**src/hw/rtl/brim_pkg.sv**
```systemverilog
// ----------------------------------------------------------------------------
// brim_pkg: shared types and constants of the bilinear remap unit
// Channel widths, item codes, register indexes and the neighbor control word.
// ----------------------------------------------------------------------------
package brim_pkg;

   localparam int SAMPLE_W   = 21;   // signed fixed-point coordinate
   localparam int CHAN_W     = 8;    // one color channel
   localparam int NCHAN      = 3;
   localparam int PIX_W      = NCHAN * CHAN_W;
   localparam int COL_W      = 7;
   localparam int ROW_W      = 7;
   localparam int CFG_W      = 8;
   localparam int CSR_IDX_W  = 4;
   localparam int NBR        = 4;    // 2x2 neighborhood
   localparam int NBANK      = 4;    // banks by (row parity, column parity)

   localparam logic [CHAN_W-1:0] CHAN_MAX  = '1;
   localparam logic [CFG_W-1:0]  DIM_RESET = 8'd128;

   typedef enum logic {
      OP_WRITE  = 1'b0,
      OP_SAMPLE = 1'b1
   } op_type;

   localparam logic [CSR_IDX_W-1:0] CSR_COLS_IN_USE = 4'd0;
   localparam logic [CSR_IDX_W-1:0] CSR_ROWS_IN_USE = 4'd1;

   typedef logic [PIX_W-1:0] pixel_type;

   // Neighbor order: 0 = (x0,y0), 1 = (x0+1,y0), 2 = (x0,y0+1), 3 = (x0+1,y0+1)
   typedef struct packed {
      logic           x0_odd;
      logic           y0_odd;
      logic [NBR-1:0] in_frame;
   } nbr_ctl_type;

endpackage

```
**src/hw/rtl/brim_blend.sv**
```systemverilog
// ----------------------------------------------------------------------------
// brim_blend: weight, multiply and round pipeline
// Routes bank data to neighbors, forms fraction weights, takes twelve
// products, sums with round half up and clamps. Three stages, each with
// its own valid so bubbles close up under a stalled output.
// ----------------------------------------------------------------------------
module brim_blend
   import brim_pkg::*;
#(
   parameter int FRAC_BITS = 8
) (
   input  logic                 clock,
   input  logic                 reset,
   input  logic                 in_valid,
   output logic                 in_ready,
   input  nbr_ctl_type          in_ctl,
   input  logic [FRAC_BITS-1:0] in_frac_x,
   input  logic [FRAC_BITS-1:0] in_frac_y,
   input  pixel_type            in_bank [NBANK],
   output logic                 out_valid,
   input  logic                 out_ready,
   output logic [CHAN_W-1:0]    out_chan [NCHAN]
);

   localparam int FW = FRAC_BITS + 1;             // 0..2^F
   localparam int WW = 2 * FRAC_BITS + 1;         // weight up to 2^2F
   localparam int PW = WW + CHAN_W;               // weight x channel
   localparam int SW = 2 * FRAC_BITS + CHAN_W + 1;
   localparam logic [FW-1:0] ONE_C = FW'(1) << FRAC_BITS;
   localparam logic [SW-1:0] RND_C = SW'(1) << (2 * FRAC_BITS - 1);

   logic en2, en3, eno;

   logic                v2_ff, v3_ff, vo_ff;
   logic [WW-1:0]       w2_ff   [NBR];
   logic [CHAN_W-1:0]   p2_ff   [NBR][NCHAN];
   logic [PW-1:0]       prod_ff [NBR][NCHAN];
   logic [CHAN_W-1:0]   chan_ff [NCHAN];

   logic [WW-1:0]       w_in    [NBR];
   logic [CHAN_W-1:0]   p_in    [NBR][NCHAN];
   logic [PW-1:0]       prod_in [NBR][NCHAN];
   logic [CHAN_W-1:0]   chan_in [NCHAN];

   logic [FW-1:0] fx, fy, ox, oy;

   assign eno      = !vo_ff || out_ready;
   assign en3      = !v3_ff || eno;
   assign en2      = !v2_ff || en3;
   assign in_ready = en2;

   // fraction weights
   assign fx = {1'b0, in_frac_x};
   assign fy = {1'b0, in_frac_y};
   assign ox = ONE_C - fx;
   assign oy = ONE_C - fy;

   assign w_in[0] = WW'(ox) * WW'(oy);
   assign w_in[1] = WW'(fx) * WW'(oy);
   assign w_in[2] = WW'(ox) * WW'(fy);
   assign w_in[3] = WW'(fx) * WW'(fy);

   // neighbor n sits in bank {y0 parity ^ dy, x0 parity ^ dx}; outside reads zero
   for (genvar n = 0; n < NBR; n++) begin : g_route
      logic [1:0] sel;
      assign sel = {in_ctl.y0_odd ^ 1'(n / 2), in_ctl.x0_odd ^ 1'(n % 2)};
      for (genvar c = 0; c < NCHAN; c++) begin : g_chan
         assign p_in[n][c] = in_ctl.in_frame[n] ? in_bank[sel][c*CHAN_W +: CHAN_W] : '0;
         assign prod_in[n][c] = PW'(w2_ff[n]) * PW'(p2_ff[n][c]);
      end
   end

   // sum, round half up, clamp
   for (genvar c = 0; c < NCHAN; c++) begin : g_sum
      logic [SW-1:0]     sum;
      logic [CHAN_W:0]   res;
      assign sum = SW'(prod_ff[0][c]) + SW'(prod_ff[1][c]) + SW'(prod_ff[2][c])
                 + SW'(prod_ff[3][c]) + RND_C;
      assign res = sum[SW-1 -: CHAN_W+1];
      assign chan_in[c] = res[CHAN_W] ? CHAN_MAX : res[CHAN_W-1:0];
   end

   always_ff @(posedge clock) begin
      if (reset) begin
         v2_ff <= 1'b0;
         v3_ff <= 1'b0;
         vo_ff <= 1'b0;
      end else begin
         if (en2) v2_ff <= in_valid;
         if (en3) v3_ff <= v2_ff;
         if (eno) vo_ff <= v3_ff;
      end
   end

   always_ff @(posedge clock) begin
      if (en2) begin
         w2_ff <= w_in;
         p2_ff <= p_in;
      end
      if (en3) begin
         prod_ff <= prod_in;
      end
      if (eno) begin
         chan_ff <= chan_in;
      end
   end

   assign out_valid = vo_ff;
   assign out_chan  = chan_ff;

endmodule

```
**config.mk**
```make
export PLATFORM = sky130hd
export DESIGN_NAME = brim_blend
export DESIGN_NICKNAME = d
export VERILOG_FILES = /design/src/hw/rtl/brim_pkg.sv /design/src/hw/rtl/brim_blend.sv
export SDC_FILE = /design/constraint.sdc
export NUM_CORES = 2
export LEC_CHECK = 0
export ABC_CLOCK_PERIOD_IN_PS = 8710
export CORE_MARGIN = 2
export CORE_UTILIZATION = 40
export CTS_CLUSTER_SIZE = 14
export DETAILED_ROUTE_END_ITERATION = 7
export DONT_BUFFER_PORTS = 1
export GPL_ROUTABILITY_DRIVEN = 0
export PLACE_DENSITY_LB_ADDON = 0.05
export SLEW_MARGIN = 40
export SYNTH_ARGS = -nofsm -noshare
export SYNTH_HDL_FRONTEND = slang
export SYNTH_SLANG_ARGS = --single-unit
```
**constraint.sdc**
```tcl
create_clock -name clock -period 8.71 [get_ports clock]
set_clock_uncertainty 0.2 [all_clocks]
set_input_delay 0.4355 -clock clock [delete_from_list [all_inputs] [get_ports clock]]
set_output_delay 0.4355 -clock clock [all_outputs]
set_load 0.01 [all_outputs]
```
==> impl_results.md <==
* Status: complete, no violations
* Initial Utilization at 0.403
* Die width at ~460 um
* CP startpoint: in_frac_y[0]
* CP Capture Type: register
* Slew HR at 0.400
* Vias at between 50000 and 60000
* Mean Syn Cell Area at between 10 and 15 um^2
* First-pass GRT wire length at ~380000 um
* Critical Path Max Stage Delay at between 0.5 and 0.6 ns
* CP max FO at 15
* Worst Setup Path Type: in2reg
* Most used DFF post-synth: edfxtp_1
* Final Cycle Share at 0.700
* Worst flop-to-flop path startpoint: w2_ff[51]
* Placeable Area at 0.202 mm^2
* Total GRT Usage at 0.250
* Num ports at ~150
* # H-tree levels at 3
* Synth cell count leaders: 1372 x fa_1, 1313 x inv_1, 1224 x and2_1
* Initial antenna violation count at 23
* Slew Limit Fails at 0
* Vias per cell at slightly above 5
* Clock transition at the registers of the reported paths at roughly 0.06 ns
* Hold/Removal Path Class: in2reg
* Worst skew pair latency at 0.70 ns
* CTS tree: built
* CP Cell Sequence: dlygate4sd3_1, inv_1, ha_1, nand2_1, or3_1, xor2_1, buf_4, and2_1, fa_1, fa_1, fa_1, inv_1, fa_1, inv_1, ha_1, or2_2, a31oi_1, nor2b_1, o21ai_1, nor2b_1, xnor2_1
* Wirelength per Cell at 23.3 um
* # Post-CTS Setup Buffers at 0
* Hold Fails Final Rpt at 0
* CTS Hold Bufs at a little under 80
* Resize count post-CTS at 0
* Number of flops mapped to enable cells by yosys at between 400 and 500
* Register area at 0.0146 mm^2
* Fin crit period at around 6.1 ns
* Drt first pass iters at 5
* Sink Count at around 490
* Count leader, synth: fa_1
* Required @ worst endpoint at around 9 ns
* Final setup vio count at 0
* HP Start: in_ctl[4]
* RSZ-0062 raised after global routing: no
* Cell area after synthesis at around 0.081 mm^2
* Multi-input logic area at a little over 0.06 mm^2
* Post-synthesis register bit count at 487
* Final WL at around 250000 um
* Routed Antenna Nets at 0
* Root Buffer: clkbuf_16
* PortBufs at 0
* Post-synth top area cell: fa_1
* TNS Setup at 0 ns
* Worst EP arrival at 6.33 ns
* Largest net degree at the start of global routing at 91
* CTS buffer count at 70
* CP Launch Type: primary input
* Yosys cell types at a little under 80
* Clock tree buffer depth at 3
* Max-cap viol count at 0
* Post-Synthesis Cells at 8002
* Die Y at between 400 and 500 um
* Total grt overflow at 0
* Seq/Total Area, Yosys at 0.179
* Fill count at between 15000 and 20000
* Synth top area share at 0.338
* DRC at 0
* Crit-path slowest cell: dlygate4sd3_1
* Synthesized Nets at 10300
* Synth-to-Final Area Change at 8.22%
* Slew @ Worst Pin at approximately 0.9 ns
* 1st-iter DRT viols at a little over 3000
* Post-DP HPWL at 200000 um
* Share of layout cells above drive strength 1 at 0.0463
* Ys Warns at 0
* Final nets at 10300
* Post-synth ARST share at 0
* Number of global-route vias before repair at around 61000
* Final Util at 0.436
* Maximum clock frequency at ~0.16 GHz
* Top cells by area, synth: fa_1 34%, edfxtp_1 18%, ha_1 13%
* CP dominant cell by count: fa_1
* Core Rows at roughly 170
* Die ar. at slightly above 0.2 mm^2
routing by layer:
metal  vias to the layer above  track usage  part of all wire
li1                      25300            -                 -
met1                     28900        0.302              0.40
met2                      1003        0.440              0.51
met3                       311       0.0193             0.029
met4                         0        0.141             0.063
met5                         -            0                 0
path summary, 6_finish.rpt:
kind,to,slack (ns),cells after the start
setup / recovery,w2_ff[46],2.61,21
hold reg to reg,out_valid,0.28,2
hold / removal,p2_ff[49],0.06,2
setup reg to reg,prod_ff[74],2.65,18
sequential cells by signal (all words and copies together), names as in the netlist:
| register | cells |
|---|---|
| out_valid | 1 |
| p2_ff | 96 |
| v2_ff | 1 |
| prod_ff | 300 |
| v3_ff | 1 |
| out_chan | 24 |
| w2_ff | 64 |
cells by family (layout without fill, tap and decap cells):
family | Yosys count | count (layout) | share of synthesized area
adder cells (fa/ha/maj) | 2198 | 2198 | 0.465
buffers and inverters | 1622 | 1632 | 0.0748
other | 0 | 85 | 0
AND/OR/NAND/NOR | 2624 | 2624 | 0.168
multiplexers | 97 | 97 | 0.0267
XOR/XNOR | 323 | 323 | 0.0348
flip-flops | 487 | 487 | 0.179
AO/OA/AOI/OAI | 651 | 651 | 0.0521
cell usage in the layout, fill, tap and decap left out, types with 79 or more instances in the layout:
cell / synthesis / layout
o21ai_0: 110 / 110
fa_1: 1372 / 1372
inv_1: 1313 / 1311
nand2_1: 849 / 848
a21oi_1: 179 / 179
diode_2: 0 / 85
buf_4: 0 / 79
nor2_1: 221 / 221
xnor2_1: 246 / 237
mux4_2: 96 / 96
ha_1: 826 / 826
and2_1: 1224 / 1224
edfxtp_1: 484 / 484
worst max-delay path: cells and delay by family:
kind	cells	cell delay, ns
AO/OA/AOI/OAI	2	0.57
XOR/XNOR	2	0.27
adder cells (fa/ha/maj)	6	2.57
buffers and inverters	5	1.03
AND/OR/NAND/NOR	6	1.42
area by class of cell:
type                            count  share of cell area
Tap cell                         2672              0.0380
Inverter                         1315              0.0562
Multi-Input combinational cell   5893               0.690
Timing Repair Buffer              189              0.0202
Clock inverter                     48             0.00639
Sequential cell                   487               0.166
Antenna cell                       85             0.00242
Clock buffer                       80              0.0208
through the flow:
stage | area, um^2 | hold WS [ns] | setup slack [ns] | cells
3_3_place_gp | 84200 | 0.243 | 2.40 | 10500
2_1_floorplan | 81400 | 0.232 | 1.39 | 8002
6_report | 88000 | 0.0628 | 2.61 | 10800
5_1_grt | 88000 | 0.0376 | 2.26 | 10800
4_1_cts | 87700 | 0.00868 | 2.55 | 10700
3_5_place_dp | 84500 | 0.266 | 2.42 | 10500
Power is left out: the tool's default activity adds up to more than one toggle a clock period on the data nets, which glitch-free logic cannot reach.
